==> config.mk <==
export PLATFORM = sky130hd
export DESIGN_NAME = ptl_pick
export DESIGN_NICKNAME = d
export VERILOG_FILES = /design/src/sv/ptl_pkg.sv /design/src/sv/ptl_pick.sv
export SDC_FILE = /design/constraint.sdc
export NUM_CORES = 2
export LEC_CHECK = 0
export ABC_AREA = 1
export BUFFER_PORTS_ARGS = -buffer_cell sky130_fd_sc_hd__buf_2
export CAP_MARGIN = 20
export CORE_UTILIZATION = 54
export DETAILED_ROUTE_END_ITERATION = 6
export PLACE_DENSITY = 0.77
export SLEW_MARGIN = 20
export SYNTH_ARGS = -nofsm -noshare
export SYNTH_HDL_FRONTEND = slang
export SYNTH_SLANG_ARGS = --single-unit
==> constraint.sdc <==
create_clock -name clk_i -period 9.14 [get_ports clk_i]
set_clock_uncertainty 0.2 [all_clocks]
set_input_delay 1.828 -clock clk_i [delete_from_list [all_inputs] [get_ports clk_i]]
set_output_delay 1.828 -clock clk_i [all_outputs]
set_load 0.02 [all_outputs]
==> src/sv/ptl_pkg.sv <==
// Shared types and constants for the pilot tone locator.
// No dependencies; imported by every module of the block.
package ptl_pkg;

  localparam int PILOT_PERIOD = 100;
  localparam int INDEX_BITS   = 20;
  localparam int SAMPLE_W     = 16;
  localparam int SUM_W        = 24;
  localparam int DELTA_W      = 19;
  localparam int PROD_W       = 2 * SUM_W;
  localparam int LENGTH_W     = 20;
  localparam int OFFSET_W     = 20;
  localparam int NUM_CORR     = 4;
  localparam int QUEUE_DEPTH  = 4;
  localparam int CMP_W        = (INDEX_BITS + 1 > LENGTH_W) ? INDEX_BITS + 1 : LENGTH_W;

  localparam logic [LENGTH_W-1:0] LENGTH_RESET = LENGTH_W'(441000);

  // History keeps PILOT_PERIOD-1 older samples; the newest comes from the queue.
  // Tap h[k] (k >= 1, after the push) is history entry k-1.
  localparam int HIST_DEPTH = PILOT_PERIOD - 1;
  localparam int TAP_HALF   = PILOT_PERIOD / 2;
  localparam int TAP_QTR    = PILOT_PERIOD / 4;
  localparam int TAP_3QTR   = (3 * PILOT_PERIOD) / 4;
  localparam int H_LAST     = PILOT_PERIOD - 2;
  localparam int H_HALF_A   = TAP_HALF - 2;
  localparam int H_HALF_B   = TAP_HALF - 1;
  localparam int H_QTR_A    = TAP_QTR - 2;
  localparam int H_QTR_B    = TAP_QTR - 1;
  localparam int H_3QTR_A   = TAP_3QTR - 2;
  localparam int H_3QTR_B   = TAP_3QTR - 1;

  typedef enum logic [0:0] {
    REG_SWAP   = 1'b0,
    REG_LENGTH = 1'b1
  } reg_idx_e;

  typedef enum logic [2:0] {
    PK_IDLE,
    PK_MUL1,
    PK_CMP1,
    PK_MUL2,
    PK_CMP2,
    PK_OUT
  } pick_state_e;

  typedef logic [INDEX_BITS-1:0] index_t;
  typedef logic [1:0]            chan_t;

  typedef struct packed {
    logic [15:0] left_word;
    logic [15:0] right_word;
  } in_item_t;

  typedef struct packed {
    logic [OFFSET_W-1:0] pilot_offset;
    logic [1:0]          pilot_channel;
  } out_item_t;

  typedef struct packed {
    logic signed [SAMPLE_W-1:0] left;
    logic signed [SAMPLE_W-1:0] right;
  } sample_pair_t;

  // Extremes of all four correlators at the end of a search.
  typedef struct packed {
    logic [NUM_CORR-1:0][SUM_W-1:0] largest;
    logic [NUM_CORR-1:0][SUM_W-1:0] smallest;
    index_t [NUM_CORR-1:0]          largest_where;
    index_t [NUM_CORR-1:0]          smallest_where;
  } snap_t;

endpackage

==> src/sv/ptl_pick.sv <==
// Result picker: scans the four correlators, compares ratios by cross
// products on two shared multipliers, holds the result. Depends on ptl_pkg.
module ptl_pick (
  input  logic               clk_i,
  input  logic               rst_ni,
  input  logic               snap_valid_i,
  input  ptl_pkg::snap_t     snap_i,
  output logic               ready_o,
  output logic               out_valid_o,
  input  logic               out_ready_i,
  output ptl_pkg::out_item_t out_item_o
);
  import ptl_pkg::*;

  pick_state_e state_q, state_d;

  // largest is always >= 1 and smallest <= -1, so magnitudes are never zero
  logic [SUM_W-1:0]  hi_q [NUM_CORR];
  logic [SUM_W-1:0]  lo_q [NUM_CORR];
  index_t            hiw_q [NUM_CORR];
  index_t            low_q [NUM_CORR];
  chan_t             ch_q;
  logic [SUM_W-1:0]  bnum_q, bden_q;
  index_t            boff_q;
  chan_t             bch_q;
  logic [PROD_W-1:0] pa_q, pb_q;
  logic              out_valid_q;
  out_item_t         out_item_q;

  logic              load, do_mul, mul_lo, take, take_lo, adv, out_load;
  logic [SUM_W-1:0]  hi_sel, lo_sel, num_sel, den_sel;
  logic [PROD_W-1:0] pa_d, pb_d;
  index_t            off_sel;

  assign hi_sel  = hi_q[ch_q];
  assign lo_sel  = lo_q[ch_q];
  assign take_lo = (state_q == PK_CMP2);
  assign num_sel = take_lo ? lo_sel : hi_sel;
  assign den_sel = take_lo ? hi_sel : lo_sel;
  assign off_sel = take_lo ? low_q[ch_q] : hiw_q[ch_q];
  assign pa_d    = (mul_lo ? lo_sel : hi_sel) * bden_q;
  assign pb_d    = bnum_q * (mul_lo ? hi_sel : lo_sel);

  assign ready_o     = (state_q == PK_IDLE);
  assign out_valid_o = out_valid_q;
  assign out_item_o  = out_item_q;

  always_comb begin
    state_d  = state_q;
    load     = 1'b0;
    do_mul   = 1'b0;
    mul_lo   = 1'b0;
    take     = 1'b0;
    adv      = 1'b0;
    out_load = 1'b0;
    unique case (state_q)
      PK_IDLE: begin
        if (snap_valid_i) begin
          load    = 1'b1;
          state_d = PK_MUL1;
        end
      end
      PK_MUL1: begin
        do_mul  = 1'b1;
        state_d = PK_CMP1;
      end
      PK_CMP1: begin
        if (pa_q > pb_q) begin
          take = 1'b1;
          adv  = 1'b1;
        end else begin
          state_d = PK_MUL2;
        end
      end
      PK_MUL2: begin
        do_mul  = 1'b1;
        mul_lo  = 1'b1;
        state_d = PK_CMP2;
      end
      PK_CMP2: begin
        take = (pa_q > pb_q);
        adv  = 1'b1;
      end
      PK_OUT: begin
        if (!out_valid_q || out_ready_i) begin
          out_load = 1'b1;
          state_d  = PK_IDLE;
        end
      end
      default: state_d = PK_IDLE;
    endcase
    if (adv) begin
      state_d = (ch_q == chan_t'(NUM_CORR - 1)) ? PK_OUT : PK_MUL1;
    end
  end

  always_ff @(posedge clk_i or negedge rst_ni) begin
    if (!rst_ni) begin
      state_q     <= PK_IDLE;
      out_valid_q <= 1'b0;
      ch_q        <= '0;
    end else begin
      state_q <= state_d;
      if (load) begin
        ch_q <= '0;
      end else if (adv) begin
        ch_q <= ch_q + 1'b1;
      end
      if (out_load) begin
        out_valid_q <= 1'b1;
      end else if (out_ready_i) begin
        out_valid_q <= 1'b0;
      end
    end
  end

  always_ff @(posedge clk_i) begin
    if (load) begin
      for (int k = 0; k < NUM_CORR; k++) begin
        hi_q[k]  <= snap_i.largest[k];
        lo_q[k]  <= ~snap_i.smallest[k] + 1'b1;
        hiw_q[k] <= snap_i.largest_where[k];
        low_q[k] <= snap_i.smallest_where[k];
      end
      bnum_q <= '0;
      bden_q <= SUM_W'(1);
      boff_q <= '0;
      bch_q  <= '0;
    end else if (take) begin
      bnum_q <= num_sel;
      bden_q <= den_sel;
      boff_q <= off_sel;
      bch_q  <= ch_q;
    end
    if (do_mul) begin
      pa_q <= pa_d;
      pb_q <= pb_d;
    end
    if (out_load) begin
      out_item_q.pilot_offset  <= OFFSET_W'(boff_q);
      out_item_q.pilot_channel <= bch_q;
    end
  end

endmodule

Yosys cells after proc, flatten, opt, wreduce, memory -nomap -nowiden
Memories as Yosys holds them, arrays and structs flattened.
Index checks and enable logic that the tools add are counted.
Widths: inputs -> output; s select.
{"block": "totals", "out_inout_bits": 24, "elab_cells": 70, "mem_bits_rw": 352, "input_bits": 356, "mem_count": 4, "ff_bits": 194}
{"block": "op_classes", "muxes": 26, "n_mul": 2, "n_lt_le_gt_ge": 1, "addsub": 5, "n_eq_ne": 10, "n_reduce_logical": 7, "n_bitwise": 4}
{"memory": "hi_q", "depth": 4, "width": 24, "rd": 1, "rd_ports_with_merged_regs": 0, "write_ports": 4, "line": "ptl_pick.sv:18", "text": "logic [SUM_W-1:0] hi_q [NUM_CORR];"}
{"memory": "lo_q", "depth": 4, "width": 24, "rd": 1, "rd_ports_with_merged_regs": 0, "write_ports": 4, "line": "ptl_pick.sv:19", "text": "logic [SUM_W-1:0] lo_q [NUM_CORR];"}
{"memory": "hiw_q", "depth": 4, "width": 20, "rd": 1, "rd_ports_with_merged_regs": 0, "write_ports": 4, "line": "ptl_pick.sv:20", "text": "index_t hiw_q [NUM_CORR];"}
{"memory": "low_q", "depth": 4, "width": 20, "rd": 1, "rd_ports_with_merged_regs": 0, "write_ports": 4, "line": "ptl_pick.sv:21", "text": "index_t low_q [NUM_CORR];"}
{"cell": "$add 24x1->24 const B", "count": 4}
{"cell": "$mul 24x24->48", "count": 2}
{"cell": "$mux 24", "count": 4}
{"cell": "$not 24->24", "count": 4}
{"cell": "$gt 48x48->1", "count": 1}
{"cell": "$mux 20", "count": 1}
{"cell": "$pmux 3 s6", "count": 1}
{"cell": "$mux 3", "count": 5}
{"cell": "$mux 1", "count": 11}
{"cell": "$eq 3x2->1 const B", "count": 2}
{"cell": "$eq 3x3->1 const B", "count": 2}
{"cell": "$ne 3x3->1 const B", "count": 2}
{"cell": "$mux 2", "count": 2}
{"cell": "$pmux 1 s2", "count": 2}
{"cell": "$reduce_and 4->1", "count": 1}
{"cell": "$reduce_bool 2->1", "count": 2}
{"cell": "$eq 3x1->1 const B", "count": 1}
{"cell": "$logic_not 3->1", "count": 1}
{"cell": "$ne 3x2->1 const B", "count": 1}
{"cell": "$add 2x1->2 const B", "count": 1}
{"cell": "$eq 2x2->1 const B", "count": 1}
{"cell": "$ne 2x1->1 const B", "count": 1}
{"cell": "$reduce_or 2->1", "count": 1}
{"cell": "$logic_not 1->1", "count": 1}
{"cell": "$logic_or 1x1->1", "count": 1}

Longest topological paths before layout
{"block": "logic_depth", "ltp_word": 5, "depth_mapped": 36, "depth_no_buf": 34}

Worst setup path after synthesis
Ideal clock, no wire load.
{"block": "synth_timing", "path_type": "input to register", "startpoint": "input port snap_valid_i", "endpoint": "memory hi_q[0][0] (enable)", "path_buffers": 1, "required_ps": 8241, "slack_ps": -625, "arrival_ps": 8866, "setup_ps": 699, "path_stages": 3, "path_cell_list": "nand2_1 clkbuf_1 inv_1"}
{"item": "from (decl)", "line": "ptl_pick.sv:6", "text": "input logic snap_valid_i,"}
{"item": "to (decl)", "line": "ptl_pick.sv:18"}

Worst setup path in the final report
{"block": "layout_timing", "startpoint": "register ch_q[0]", "endpoint": "register pa_q[40], data pin"}
{"block": "layout_via", "elab_chain_cells": 3, "elab_cells_between_ends": 4, "classes_between": "1 x mul; 1 x mux; 2 x memory"}
{"item": "from (decl)", "line": "ptl_pick.sv:22", "text": "chan_t ch_q;"}
{"item": "from (signal assigned)", "line": "ptl_pick.sv:107", "text": "ch_q <= ch_q + 1'b1;"}
{"item": "$mem_v2 4x24 (on tied branches)"}
{"item": "$mux 24 *", "line": "ptl_pick.sv:41", "text": "assign pa_d = (mul_lo ? lo_sel : hi_sel) * bden_q;"}
{"item": "$mul 24x24->48 *", "line": "ptl_pick.sv:41"}
{"item": "via pa_d[40]", "line": "ptl_pick.sv:32", "text": "logic [PROD_W-1:0] pa_d, pb_d;"}
{"item": "to (signal assigned)", "line": "ptl_pick.sv:136", "text": "pa_q <= pa_d;"}
{"item": "to (decl)", "line": "ptl_pick.sv:26", "text": "logic [PROD_W-1:0] pa_q, pb_q;"}
The timed path passes the listed nets; every way through them passes the cells marked *.
A chain may end at the register's enable or synchronous reset.

==> impl_results.md <==
- Syn Nets: ~8.8k
- DRC: 5
- Achievable frequency: 0.114 GHz
- Max-slew headroom: between 20 and 30%
- GP Congestion: between 1 and 1.5
- Total of max-cap violations: 0
- Fin crit share: approximately 96%
- Worst EP arrival: 8.91 ns
- Fin nets: between 9k and 10k
- Boundary Pins: 380
- Post-Synthesis Cell Area: around 63000 um^2
- Core footprint: between 100000 and 150000 um^2
- Wl on met1: roughly 77 mm
- Routed length per instance: ~22 um
- Initial antenna violation count: 36
- Share of Yosys cell area claimed by the top area cell type: a little under a third
- Synth cell types: between 50 and 60
- Vias in the first global route: about 52k
- Yosys reg bits: approximately 550
- Iter 0 DRT Violations: around 5.5k
- Synth warn: 0
- Post-synthesis average cell area: 8.85 um^2
- Setup CP Type: register to register
- Vias per cell: ~5.6
- GRT overflow: 0
- Ratio of cells with drive above 1 in the final layout: roughly a tenth
- Most frequent cells in the layout: inv_1 (1448), nand2_1 (1208), nor2_1 (1079)
- Minimum clock period: between 8 and 9 ns
- TritonRoute pass-1 iters: 7
- Crit path max fanout: 93
- Dominant cell type by area after synthesis: fa_1
- Pin count of the biggest net entering global routing: 230
- Startpoint Class: register
- Worst slew pin tran: around 1.1 ns
- Hold-fix buffers, CTS: 0
- Clock buffer depth: 3
- TritonCTS Sinks: ~550
- DR vias: between 50k and 60k
- CTS tree: yes
- Final Max Tran Viols: 0
- Antenna Violating Nets Remaining: 0
- Port Buf Inserts: about 380
- Chip height: about 340 um
- Post-synthesis sequential area ratio: approximately a quarter
- Ys flop type: edfxtp_1
- HPWL after DPL: around 160 mm
- Hold Crit Class: register to register
- Status: finished with violations
- Asr flop ratio synth: under 10%
- Root buffer cell: clkbuf_16
- Post-synthesis cell count: between 7k and 8k
- Setup TNS: 0 ns
- H-tree depth: 2
- Routed length on met2: slightly above 90 mm
- Top cells by area, synth: fa_1 (31%), edfxtp_1 (22%), inv_1 (8.7%), ha_1 (8.0%), nand2_1 (7.2%)
- Fill cell count: about 10k
- Final setup viols: 0
- Worst skew pair latency: between 0.7 and 0.8 ns
- Final Hold Viols: 0
- Worst Setup End Kind: register
- Commonest non-fill, non-tap cell in the layout: inv_1
- Met3 Routed Length: 22.6 mm
- Gr usage total: 34.9%
- Die Span X: 343 um
- Die area: 118000 um^2
- Post-synth EDFFs: 470
- Num CTS Buffers: 57
- Uppermost layer routed: met5
- Site Rows: 124
- Worst Path Required: ~9.3 ns
- First-pass GRT wire length: 305 mm
- Initial core utilization: 54.6%
- Clk slew on worst S/H paths: around 0.070 ns
- Failing checks: DRC
- Area Growth Syn to Fin: 8.89%
- RSZ-0062 raised after global routing: false
- Final WL: roughly 200 mm
[routing by layer]
metal	vias up	GRT usage, %
met5	-	0
met4	4	16.3
met3	586	7.70
met2	3084	55.3
met1	24700	45.8
li1	22100	-
[kinds of logic (layout without fill, tap and decap cells)]
| family | count (synthesis) | in the layout | share of synthesized area (%) |
|---|---|---|---|
| DFF | 546 | 546 | 25.0 |
| buffers and inverters | 1791 | 2143 | 11.4 |
| other | 0 | 42 | 0 |
| and+or+nand+nor | 2640 | 2640 | 17.1 |
| adders and majority gates | 1365 | 1365 | 38.8 |
| xor gates and xnor gates | 169 | 169 | 2.36 |
| AOI/OAI and AO/OA | 580 | 580 | 5.46 |
[registers in the layout (all words and copies together) (netlist names), 22 cells and up]
| name | flops |
|---|---|
| pa_q | 48 |
| hi_q | 96 |
| lo_q | 96 |
| hiw_q | 80 |
| bnum_q | 24 |
| bden_q | 24 |
| out_item_o | 22 |
| low_q | 80 |
| pb_q | 48 |
[area by class of cell]
type / count / area [um^2] / share of cell area (%)
Multi-Input combinational cell: 4754 / 39900 / 58.5
Sequential cell: 546 / 15700 / 22.9
Antenna cell: 42 / 105 / 0.154
Clock inverter: 47 / 513 / 0.751
Clock buffer: 61 / 1450 / 2.12
Tap cell: 1512 / 1890 / 2.77
Inverter: 1503 / 5650 / 8.27
Timing Repair Buffer: 532 / 3100 / 4.54
[synthesized netlist by cell type, types with 70 or more instances]
| cell type | number |
|---|---|
| clkbuf_1 | 119 |
| nand2_1 | 1210 |
| a21oi_1 | 174 |
| ha_1 | 401 |
| dfxtp_1 | 70 |
| fa_1 | 964 |
| inv_1 | 1449 |
| o21ai_0 | 243 |
| nand3_1 | 184 |
| edfxtp_1 | 470 |
| xor2_1 | 128 |
| nor2_1 | 1080 |
| buf_2 | 87 |
[path summary, 6_finish.rpt]
kind	slack, ns	to	from	cells past startpoint
min in group asynchronous	0.75	out_valid_o	rst_ni	1
setup reg to reg	0.39	pa_q[40]	ch_q[0]	27
setup / recovery	0.39	pa_q[40]	ch_q[0]	27
hold / removal	0.24	out_item_o[1]	bch_q[1]	0
max in group asynchronous	7.73	ch_q[1]	rst_ni	1
hold reg to reg	0.24	out_item_o[1]	bch_q[1]	0
[worst max-delay path: stages, from the launching register on]
cell and delay, ns:
dfrtp_4 0.45, buf_12 0.34, buf_4 0.38, o21ai_0 0.18, o22a_1 0.39, nand2_1 0.17, o21ai_4 0.16, inv_2 0.33
nand2_1 0.14, fa_1 0.58, inv_1 0.07, fa_1 0.53, inv_1 0.05, fa_1 0.49, inv_1 0.05, fa_1 0.58
fa_1 0.45, fa_1 0.50, inv_1 0.07, fa_1 0.48, inv_1 0.04, ha_1 0.33, a21o_1 0.23, a21oi_1 0.27
o21ai_0 0.21, a21boi_0 0.21, nand3_1 0.24, xor2_1 0.23
[per-stage QoR]
| step | cells | hold slack, ns | worst slack, ns | util [%] | cell area [um^2] |
|---|---|---|---|---|---|
| after global placement | 8846 | 0.211 | 0.480 | 57.7 | 66200 |
| after CTS | 8954 | 0.232 | 0.393 | 59.4 | 68200 |
| after floorplan | 7091 | 0.208 | 0.655 | - | 62700 |
| after global routing | 8990 | 0.239 | 0.0668 | 59.5 | 68300 |
| final | 8997 | 0.236 | 0.386 | 59.5 | 68300 |
| after detailed placement | 8846 | 0.217 | 0.548 | 57.7 | 66200 |
[timing repair]
| action | CTS | global route |
|---|---|---|
| setup endpoints to repair | 0 | 1 |
| buffers inserted | 0 | 0 |
| resized for setup | 0 | 1 |
Power is not shown: default switching activity piles up to over one toggle a cycle in this logic, so the estimate is an artifact.
