File: config.mk
export PLATFORM = sky130hd
export DESIGN_NAME = ptl_front
export DESIGN_NICKNAME = d
export VERILOG_FILES = /design/src/sv/ptl_pkg.sv /design/src/sv/ptl_front.sv
export SDC_FILE = /design/constraint.sdc
export NUM_CORES = 1
export LEC_CHECK = 0
export CELL_PAD_IN_SITES_DETAIL_PLACEMENT = 0
export CELL_PAD_IN_SITES_GLOBAL_PLACEMENT = 1
export CORE_ASPECT_RATIO = 0.5
export CORE_UTILIZATION = 34
export CTS_CLUSTER_DIAMETER = 40
export DETAILED_ROUTE_END_ITERATION = 16
export DONT_BUFFER_PORTS = 1
export GPL_TIMING_DRIVEN = 0
export PLACE_DENSITY = 0.52
export SLEW_MARGIN = 30
export SYNTH_ARGS = -nofsm -noshare
export SYNTH_HDL_FRONTEND = slang
export SYNTH_SLANG_ARGS = --single-unit
File: constraint.sdc
create_clock -name clk_i -period 2.85 [get_ports clk_i]
set_input_delay 0.4275 -clock clk_i [delete_from_list [all_inputs] [get_ports clk_i]]
set_output_delay 0.4275 -clock clk_i [all_outputs]
set_load 0.1 [all_outputs]
File: src/sv/ptl_pkg.sv
// Shared types and constants for the pilot tone locator.
// No dependencies; imported by every module of the block.
package ptl_pkg;

  localparam int PILOT_PERIOD = 100;
  localparam int INDEX_BITS   = 20;
  localparam int SAMPLE_W     = 16;
  localparam int SUM_W        = 24;
  localparam int DELTA_W      = 19;
  localparam int PROD_W       = 2 * SUM_W;
  localparam int LENGTH_W     = 20;
  localparam int OFFSET_W     = 20;
  localparam int NUM_CORR     = 4;
  localparam int QUEUE_DEPTH  = 4;
  localparam int CMP_W        = (INDEX_BITS + 1 > LENGTH_W) ? INDEX_BITS + 1 : LENGTH_W;

  localparam logic [LENGTH_W-1:0] LENGTH_RESET = LENGTH_W'(441000);

  // History keeps PILOT_PERIOD-1 older samples; the newest comes from the queue.
  // Tap h[k] (k >= 1, after the push) is history entry k-1.
  localparam int HIST_DEPTH = PILOT_PERIOD - 1;
  localparam int TAP_HALF   = PILOT_PERIOD / 2;
  localparam int TAP_QTR    = PILOT_PERIOD / 4;
  localparam int TAP_3QTR   = (3 * PILOT_PERIOD) / 4;
  localparam int H_LAST     = PILOT_PERIOD - 2;
  localparam int H_HALF_A   = TAP_HALF - 2;
  localparam int H_HALF_B   = TAP_HALF - 1;
  localparam int H_QTR_A    = TAP_QTR - 2;
  localparam int H_QTR_B    = TAP_QTR - 1;
  localparam int H_3QTR_A   = TAP_3QTR - 2;
  localparam int H_3QTR_B   = TAP_3QTR - 1;

  typedef enum logic [0:0] {
    REG_SWAP   = 1'b0,
    REG_LENGTH = 1'b1
  } reg_idx_e;

  typedef enum logic [2:0] {
    PK_IDLE,
    PK_MUL1,
    PK_CMP1,
    PK_MUL2,
    PK_CMP2,
    PK_OUT
  } pick_state_e;

  typedef logic [INDEX_BITS-1:0] index_t;
  typedef logic [1:0]            chan_t;

  typedef struct packed {
    logic [15:0] left_word;
    logic [15:0] right_word;
  } in_item_t;

  typedef struct packed {
    logic [OFFSET_W-1:0] pilot_offset;
    logic [1:0]          pilot_channel;
  } out_item_t;

  typedef struct packed {
    logic signed [SAMPLE_W-1:0] left;
    logic signed [SAMPLE_W-1:0] right;
  } sample_pair_t;

  // Extremes of all four correlators at the end of a search.
  typedef struct packed {
    logic [NUM_CORR-1:0][SUM_W-1:0] largest;
    logic [NUM_CORR-1:0][SUM_W-1:0] smallest;
    index_t [NUM_CORR-1:0]          largest_where;
    index_t [NUM_CORR-1:0]          smallest_where;
  } snap_t;

endpackage

File: src/sv/ptl_front.sv
// Front end: accepts sample transactions, byte-swaps and signs them,
// and queues them for the core. Depends on ptl_pkg.
module ptl_front (
  input  logic                  clk_i,
  input  logic                  rst_ni,
  input  logic                  swap_i,
  input  logic                  in_valid_i,
  output logic                  in_ready_o,
  input  ptl_pkg::in_item_t     in_item_i,
  output logic                  q_valid_o,
  output ptl_pkg::sample_pair_t q_data_o,
  input  logic                  q_pop_i
);
  import ptl_pkg::*;

  localparam int PTR_W = $clog2(QUEUE_DEPTH);
  localparam int CNT_W = $clog2(QUEUE_DEPTH + 1);

  sample_pair_t       mem_q [QUEUE_DEPTH];
  logic [PTR_W-1:0]   wr_ptr_q, rd_ptr_q;
  logic [CNT_W-1:0]   count_q, count_d;
  logic               push, pop;
  sample_pair_t       entry;

  function automatic logic signed [SAMPLE_W-1:0] to_sample(logic sw, logic [15:0] w);
    return sw ? $signed({w[7:0], w[15:8]}) : $signed(w);
  endfunction

  assign in_ready_o = (count_q != CNT_W'(QUEUE_DEPTH));
  assign q_valid_o  = (count_q != '0);
  assign q_data_o   = mem_q[rd_ptr_q];
  assign push       = in_valid_i && in_ready_o;
  assign pop        = q_pop_i && q_valid_o;

  assign entry.left  = to_sample(swap_i, in_item_i.left_word);
  assign entry.right = to_sample(swap_i, in_item_i.right_word);

  always_comb begin
    count_d = count_q;
    if (push && !pop) begin
      count_d = count_q + 1'b1;
    end else if (pop && !push) begin
      count_d = count_q - 1'b1;
    end
  end

  always_ff @(posedge clk_i or negedge rst_ni) begin
    if (!rst_ni) begin
      wr_ptr_q <= '0;
      rd_ptr_q <= '0;
      count_q  <= '0;
    end else begin
      count_q <= count_d;
      if (push) begin
        wr_ptr_q <= wr_ptr_q + 1'b1;
      end
      if (pop) begin
        rd_ptr_q <= rd_ptr_q + 1'b1;
      end
    end
  end

  always_ff @(posedge clk_i) begin
    if (push) begin
      mem_q[wr_ptr_q] <= entry;
    end
  end

endmodule

* After elaboration in Yosys (flattened, before gate mapping)
Memories as Yosys holds them, arrays and structs flattened.
Index checks and enable logic that the tools add are counted.
** Word-level totals
- Word-level logic and storage cells :: 23
- Input port bits :: 37
- Flip-flop bits (word level) :: 7
- Bits in writable memories :: 128
- Memories kept :: 1
** Memories
- mem_q :: words 4, width 32, rd ports 1, clocked after Yosys merged registers in 0, write ports 1, RTL line ptl_front.sv:19 : sample_pair_t mem_q [QUEUE_DEPTH];
** Operators by class
- $add $sub $neg :: 4
- Mux-type cells :: 6
- Reduce and logical (&&, ||, !) cells :: 8
- Equality and inequality tests :: 1
** Operators by type and width (number)
- 16-bit two-way mux :: 2
- 3-bit two-way mux :: 2
- 2-bit by 1-bit adder with 2-bit output, second input constant :: 2
- 1-bit logical AND :: 4
- 3-bit by 1-bit adder with 3-bit output, second input constant :: 1
- 3-bit != test, second input constant :: 1
- 3-bit nonzero test :: 1
- 3-bit by 1-bit subtractor with 3-bit output, second input constant :: 1
- 1-bit logical NOT :: 2
- 1-bit two-way mux :: 2
- 2-bit nonzero test :: 1

* Logic depth before layout (Yosys ltp)
Gate-level depths: netlist (run 1).
- Word-level depth :: 6
- Depth in mapped cells :: 8

* Worst setup path after synthesis (run 1)
Ideal clock, no wire load.
- Kind :: reg-to-reg
- From :: register count_q[1]
- To :: register count_q[2]
- Required time :: 2.771 ns
- Stages on the path, launching flop included :: 9
- Clock period less this slack :: 2.531 ns
- Data arrival time :: 2.451 ns
- Setup time :: 0.079 ns
- Slack :: 0.319 ns
- Cells stage by stage :: dfrtp_1 or3_1 nand2_1 ha_1 inv_1 fa_1 xor2_1 nor2_1 xor2_1
** Between the ends
- Longest elaborated chain between the ends :: 5
- Elaborated cells on any way between the ends :: 13
** RTL lines
- from (decl) :: RTL line ptl_front.sv:21 : logic [CNT_W-1:0] count_q, count_d;
- from (signal assigned) :: RTL line ptl_front.sv:53 : count_q <= count_d;
- 3-bit nonzero test (*) :: RTL line ptl_front.sv:30 : assign q_valid_o = (count_q != '0);
- via q_valid_o :: RTL line ptl_front.sv:10 : output logic q_valid_o,
- 1-bit logical AND (*) :: RTL line ptl_front.sv:33 : assign pop = q_pop_i && q_valid_o;
- 1-bit logical NOT :: RTL line ptl_front.sv:40 : if (push && !pop) begin
- 1-bit logical AND :: RTL line ptl_front.sv:40
- 3-bit two-way mux / 2-bit nonzero test (equally long branches)
The timed path passes the listed nets; every way through them passes the cells marked *. The select of a mux whose other input is x is not followed.
A chain may end at the register's enable or synchronous reset.

* Worst setup path in the final report (run 1)
Ends and elaborated chain as after synthesis.

==> results.json, run 1 <==
{
  "outcome": "complete, no violations",
  "drc": 0,
  "grt_usage": 0.135,
  "htree_levels": 4,
  "min_path_cells": 2,
  "critPathArrivalTime_ns": 3.00,
  "final_util": 0.407,
  "synth_cells": 239,
  "drt-total-wl_um": 10300,
  "clock_tree.buffer_depth": 2,
  "clkTransAtPathRegs_ns": 0.05,
  "syn_area_per_cell_um2": 22.8,
  "slew_headroom": 0.333,
  "synthToLayoutAreaGrowth_pct": 15.8,
  "core_um2": 15500,
  "gp_congestion": 0.665,
  "max_freq_ghz": 0.373,
  "end_kind": "register",
  "min_path_type": "in2reg",
  "yosys_warnings": 0,
  "grt_pass1_vias": 2639,
  "crit_path_end": "count_q[2]",
  "cp-startpoint": "count_q[1]",
  "clkLatencyLatePin_ns": 0.40,
  "ys_seq_area_frac": 0.737,
  "drive_gt1_frac": 0.387,
  "dp_hpwl_um": 6290,
  "cts_buffers": 17,
  "vias": 2319,
  "overflow": 0,
  "ys_seq_elements": 135,
  "regToRegStartpoint": "count_q[1]",
  "skew_ns": 0.00925,
  "final_common_cell": "edfxtp_1",
  "rows": 32,
  "nNetsFinal": 302,
  "layout_common_cells": "edfxtp_1, mux2_2, mux4_2",
  "synth.net_count": 282,
  "maxCapViolCount": 0,
  "start_util": 0.351,
  "worst_pin_slew_ns": 1.00,
  "wire_per_inst_um": 21.6,
  "grt_pass1_wl_um": 15700,
  "ys_types": 21,
  "final.min_clock_period_ns": 2.68,
  "drt_iter0_drc": 104,
  "maxSlewViolCount": 0,
  "critPathRequiredTime_ns": 3.17,
  "antenna_found_initial": 0,
  "dieArea_um2": 16600,
  "dr.pass1.iters": 4,
  "reg2reg_depth": 8,
  "critical_path_class": "reg2reg",
  "syn_area_um2": 5460,
  "critPathMaxFanout": 4,
  "period_share": 0.941,
  "clk_root_buffer_cell": "clkbuf_16",
  "r2r_slack_ns": 0.17,
  "via_per_inst": 4.88,
  "hold_viol_final": 0,
  "die_w_um": 181,
  "cts_sinks": 135,
  "io_buffers": 0,
  "setup_violations": 0,
  "fin_setup_tns_ns": 0,
  "fillerInstances": 1391,
  "postCtsSetupBuffers": 0,
  "tritoncts": "yes",
  "grt_max_degree": 33,
  "rsz0062_at_grt": "false",
  "antennaDiodeCount": 0,
  "min_from": "q_pop_i",
  "die_h_um": 91.6,
  "timing.rr.end": "count_q[2]",
  "io_pins": 71,
  "start_kind": "register",
  "postRouteAntennaNets": 0
}
## per-layer routing
metal  vias to the layer above  track usage  wire (um)
li1                       1030            -          -
met1                      1227        0.168       4530
met2                        53        0.219       5110
met3                         9       0.0449        554
met4                         0       0.0508         92
met5                         -            0          0
## layout make-up
class | instances | area [um^2] | area share
sequential | 135 | 4020 | 0.636
clock inverter | 14 | 160 | 0.0254
clock buffer | 17 | 425 | 0.0674
tap | 204 | 255 | 0.0404
timing repair buffer | 1 | 10.0 | 0.00158
inverter | 3 | 11.3 | 0.00178
multi-input combinational | 89 | 1330 | 0.210
buffer | 12 | 109 | 0.0172
## how the worst min path moves through the flow
stage / end / slack (ns)
after global placement: wr_ptr_q[1] / 0.13
after floorplan: count_q[0] / 0.13
after global routing: rd_ptr_q[1] / 0.21
after detailed placement: wr_ptr_q[1] / 0.13
after CTS: rd_ptr_q[1] / 0.20
final: rd_ptr_q[1] / 0.21
## registers in the layout, summed over array words and instances (netlist names)
register	count
count_q	3
wr_ptr_q	2
mem_q	128
rd_ptr_q	2
## Yosys cell counts
library cell  instances  area, um^2
a21boi_2              1        11.3
and2_1                4        25.0
buf_12                3        60.1
buf_2                 6        30.0
buf_6                 1        11.3
clkbuf_1              2        7.51
dfrtp_1               7         175
edfxtp_1            128        3840
fa_1                  1        20.0
ha_1                  5        62.6
inv_1                 3        11.3
mux2_1                2        22.5
mux2_2               32         360
mux4_1                4         105
mux4_2               28         631
nand2_1               2        7.51
nand3_1               1        5.00
nor2_1                2        7.51
or3_1                 1        6.26
xnor2_1               4        35.0
xor2_1                2        17.5
## kinds of logic (layout without fill, tap and decap cells)
group	after synthesis	in the layout	synth area share
AOI/OAI and AO/OA	1	1	0.00206
xor gates and xnor gates	6	6	0.00963
adders and majority gates	6	6	0.0151
buffers and inverters	15	47	0.0220
DFF	135	135	0.737
muxes	66	66	0.205
and+or+nand+nor	10	10	0.00940
## worst max-delay path, stage by stage (launching register included)
cell and delay (ns):
dfrtp_1 0.42, or3_1 0.81, nand2_1 0.29, ha_1 0.22, inv_1 0.06, fa_1 0.37, xor2_1 0.17, nor2_1 0.11
xor2_1 0.16
## per-stage QoR
| stage | std cells | instance area (um^2) | setup slack [ns] | hold slack [ns] |
|---|---|---|---|---|
| final | 475 | 6320 | 0.167 | 0.214 |
| after detailed placement | 443 | 5720 | 0.168 | 0.132 |
| after global routing | 475 | 6320 | 0.0602 | 0.212 |
| after floorplan | 239 | 5460 | 0.319 | 0.132 |
| after global placement | 443 | 5710 | 0.0829 | 0.132 |
| after CTS | 475 | 6320 | 0.0977 | 0.202 |
## repair_timing
action | 4_1_cts | 5_1_grt
resized for setup | 0 | 0
hold buffers | 1 | 0
endpoints found under the hold margin | 7 | 0
Power of run 1 is left out: the tool's default activity adds up to more than one toggle a clock period on the data nets, which glitch-free logic cannot reach.
==> run 2: changes to the inputs <==
Settings changed: CORE_MARGIN from default to 2.
==> results.json, run 2 (same netlist as run 1, synthesis figures left out) <==
{
  "outcome": "complete, no violations",
  "clkTransAtPathRegs_ns": 0.06,
  "htree_levels": 4,
  "io_pins": 71,
  "largest_reg_flops": 128,
  "min_path_type": "in2reg",
  "grt_usage": 0.134,
  "timing.rr.end": "count_q[2]",
  "period_share": 0.961,
  "drive_gt1_frac": 0.393,
  "cts_sinks": 135,
  "synthToLayoutAreaGrowth_pct": 15.7,
  "via_per_inst": 4.92,
  "regToRegStartpoint": "count_q[1]",
  "maxSlewViolCount": 0,
  "setup_violations": 0,
  "final.min_clock_period_ns": 2.74,
  "io_buffers": 0,
  "dr.pass1.iters": 6,
  "clock_tree.buffer_depth": 2,
  "vias": 2344,
  "cts_buffers": 17,
  "core_um2": 15500,
  "die_w_um": 183,
  "reg2reg_depth": 8,
  "slew_headroom": 0.346,
  "start_kind": "register",
  "fillerInstances": 1378,
  "nNetsFinal": 302,
  "drt-total-wl_um": 10600,
  "grt_pass1_vias": 2644,
  "r2r_slack_ns": 0.15,
  "maxCapViolCount": 0,
  "final_common_cell": "edfxtp_1",
  "critPathArrivalTime_ns": 2.31,
  "grt_max_degree": 33,
  "postCtsSetupBuffers": 0,
  "drt_iter0_drc": 113,
  "skew_ns": 0.0109,
  "critPathRequiredTime_ns": 2.42,
  "register_area_um2": 4020,
  "antennaDiodeCount": 0,
  "antenna_found_initial": 0,
  "clk_root_buffer_cell": "clkbuf_16",
  "start_util": 0.351,
  "end_kind": "primary output",
  "min_from": "q_pop_i",
  "reg_top3": "mem_q: 128 flops, count_q: 3 flops",
  "dp_hpwl_um": 6440,
  "multi_input_area_um2": 1330,
  "hold_path_end": "rd_ptr_q[1]",
  "fin_setup_tns_ns": 0,
  "dieArea_um2": 17100,
  "hold_viol_final": 0,
  "layout_common_cells": "edfxtp_1, mux2_2, mux4_2",
  "postRouteAntennaNets": 0,
  "min_path_cells": 2,
  "die_h_um": 93.6,
  "grt_pass1_wl_um": 16100,
  "critPathMaxFanout": 10,
  "clkLatencyLatePin_ns": 0.41,
  "wire_per_inst_um": 22.3,
  "tritoncts": "yes",
  "drc": 0,
  "cts_resized": 0,
  "top_register": "mem_q",
  "gp_congestion": 0.693,
  "max_freq_ghz": 0.365,
  "overflow": 0,
  "rsz0062_at_grt": "false",
  "rows": 32,
  "worst_pin_slew_ns": 0.985,
  "critical_path_class": "reg2out"
}
==> run 2: cell count changes in the layout (fill, tap and decap cells not counted), sizes merged <==
| cell | previous run | this run |
|---|---|---|
| inv | 3 | 13 |
| clkinv | 9 | 3 |
| bufinv | 3 | 1 |
| clkinvlp | 2 | 1 |
==> run 2: layout make-up <==
cell class / instances / share of cell area
flip-flops and latches: 135 / 0.637
multi-input cells: 89 / 0.210
inverters: 3 / 0.00178
repair buffers: 1 / 0.00159
clock inverters: 15 / 0.0246
well taps: 204 / 0.0404
clock buffers: 17 / 0.0674
plain buffers: 12 / 0.0172
==> run 2: through the flow <==
| stage | setup WS [ns] | area, um^2 | hold slack [ns] | utilization | instances |
|---|---|---|---|---|---|
| finish | 0.112 | 6310 | 0.195 | 0.406 | 476 |
| floorplan | 0.319 | 5460 | 0.132 | - | 239 |
| CTS | 0.0364 | 6310 | 0.183 | 0.406 | 476 |
| global placement | 0.0737 | 5710 | 0.132 | 0.368 | 443 |
| detailed placement | 0.149 | 5720 | 0.132 | 0.368 | 443 |
| global route | 0.00775 | 6310 | 0.196 | 0.406 | 476 |
==> run 2: per-layer routing <==
layer	vias up	global-route usage	part of all wire
li1	1033	-	-
met1	1252	0.161	0.44
met2	52	0.226	0.50
met3	7	0.0460	0.059
met4	0	0.0480	0.0079
met5	-	0	0
==> run 2: repair_timing <==
| item | 4_1_cts | 5_1_grt |
|---|---|---|
| hold buffers | 1 | 0 |
| setup endpoints to repair | 0 | 0 |
| hold endpoints to repair | 7 | 0 |
==> run 2: critical path, cell delays in order, from the launching register on <==
cell      delay [ns]
dfrtp_1         0.34
clkbuf_1        0.31
buf_2           0.38
mux4_1          0.87
==> run 2: how the worst max path moves through the flow <==
| stage | from | to | cells past startpoint |
|---|---|---|---|
| after global routing | count_q[1] | count_q[2] | 8 |
| after global placement | count_q[0] | mem_q[0][30] | 3 |
| after detailed placement | count_q[1] | count_q[2] | 8 |
| final | rd_ptr_q[1] | q_data_o[19] | 3 |
| after CTS | rd_ptr_q[1] | q_data_o[19] | 3 |
| after floorplan | count_q[1] | count_q[2] | 8 |
Power of run 2 is left out for the same reason.
==> run 3: changes to the inputs <==
Settings changed: CORE_UTILIZATION 34 to 25, PLACE_DENSITY 0.52 to 0.41, SLEW_MARGIN 30 to 15.
==> results.json, run 3 (same netlist as run 1, synthesis figures left out) <==
{
  "min_from": "q_pop_i",
  "clkTransAtPathRegs_ns": 0.06,
  "nNetsFinal": 306,
  "final_common_cell": "edfxtp_1",
  "maxCapViolCount": 0,
  "min_path_type": "in2reg",
  "final.min_clock_period_ns": 2.71,
  "critPathArrivalTime_ns": 2.29,
  "io_buffers": 0,
  "core_um2": 21500,
  "largest_reg_flops": 128,
  "setup_violations": 0,
  "register_area_um2": 4020,
  "dr.pass1.iters": 3,
  "regToRegStartpoint": "count_q[1]",
  "postCtsSetupBuffers": 0,
  "wire_per_inst_um": 21.2,
  "grt_max_degree": 24,
  "io_pins": 71,
  "die_w_um": 213,
  "hold_viol_final": 0,
  "end_kind": "primary output",
  "htree_levels": 4,
  "drive_gt1_frac": 0.399,
  "critPathRequiredTime_ns": 2.42,
  "clk_root_buffer_cell": "clkbuf_16",
  "via_per_inst": 4.11,
  "top_register": "mem_q",
  "fin_setup_tns_ns": 0,
  "rows": 38,
  "vias": 2368,
  "rsz0062_at_grt": "false",
  "gp_congestion": 0.654,
  "dieArea_um2": 23100,
  "outcome": "complete, no violations",
  "maxSlewViolCount": 0,
  "antennaDiodeCount": 0,
  "drc": 0,
  "layout_common_cells": "edfxtp_1, mux2_2, mux4_2",
  "postRouteAntennaNets": 0,
  "clock_tree.buffer_depth": 2,
  "dp_hpwl_um": 7690,
  "critical_path_class": "reg2out",
  "drt_iter0_drc": 170,
  "synthToLayoutAreaGrowth_pct": 19.7,
  "drt-total-wl_um": 12200,
  "worst_pin_slew_ns": 1.02,
  "antenna_found_initial": 0,
  "start_util": 0.253,
  "cts_buffers": 17,
  "max_freq_ghz": 0.368,
  "cts_sinks": 135,
  "skew_ns": 0.0121,
  "fillerInstances": 2075,
  "multi_input_area_um2": 1320,
  "critPathMaxFanout": 10,
  "period_share": 0.952,
  "clkLatencyLatePin_ns": 0.41,
  "reg_top3": "mem_q: 128 flops, count_q: 3 flops",
  "grt_usage": 0.112,
  "cp-startpoint": "rd_ptr_q[1]",
  "tritoncts": "yes",
  "grt_pass1_vias": 2747,
  "slew_headroom": 0.323,
  "die_h_um": 108,
  "grt_pass1_wl_um": 17700,
  "overflow": 0,
  "start_kind": "register"
}
run 3: per-layer routing:
metal	share of wire	up-vias	track usage	wire, um
li1	-	1040	-	-
met1	0.43	1285	0.133	5280
met5	0	-	0	0
met2	0.50	37	0.186	6090
met3	0.055	6	0.0415	676
met4	0.012	0	0.0425	150
run 3: area by class of cell:
type                            instances  area share
Clock inverter                         13      0.0262
Sequential cell                       135       0.615
Clock buffer                           19      0.0663
Tap cell                              300      0.0575
Inverter                                3     0.00172
Buffer                                 12      0.0167
Multi-Input combinational cell         89       0.202
Timing Repair Buffer                    5      0.0138
run 3: metrics by stage:
step | hold WS [ns] | instance area (um^2) | utilization | cells | setup slack (ns)
6_report | 0.213 | 6530 | 0.303 | 576 | 0.136
5_1_grt | 0.202 | 6530 | 0.303 | 576 | 0.0290
4_1_cts | 0.196 | 6530 | 0.303 | 576 | 0.0849
3_5_place_dp | 0.132 | 5920 | 0.275 | 543 | 0.132
3_3_place_gp | 0.132 | 5830 | 0.271 | 539 | -0.0166
2_1_floorplan | 0.132 | 5460 | - | 239 | 0.319
run 3: final timing paths:
check                          endpoint  slack, ns  cells after the start
setup / recovery           q_data_o[19]       0.14                      3
hold / removal              rd_ptr_q[1]       0.21                      2
setup reg to reg             count_q[2]       0.23                      8
hold reg to reg              count_q[2]       0.54                      1
max in group asynchronous   wr_ptr_q[1]       2.23                      1
min in group asynchronous    count_q[1]       0.36                      1
run 3: worst max-delay path, stage by stage, from the launching register on:
cell	delay, ns
dfrtp_1	0.32
clkbuf_1	0.30
buf_2	0.36
mux4_1	0.89
run 3: what timing repair did:
item / in CTS / in global routing
gates resized for setup: 0 / 1
hold buffers: 1 / 0
endpoints found under the hold margin: 7 / 0
setup endpoints to repair: 0 / 1
Power of run 3 is left out for the same reason.
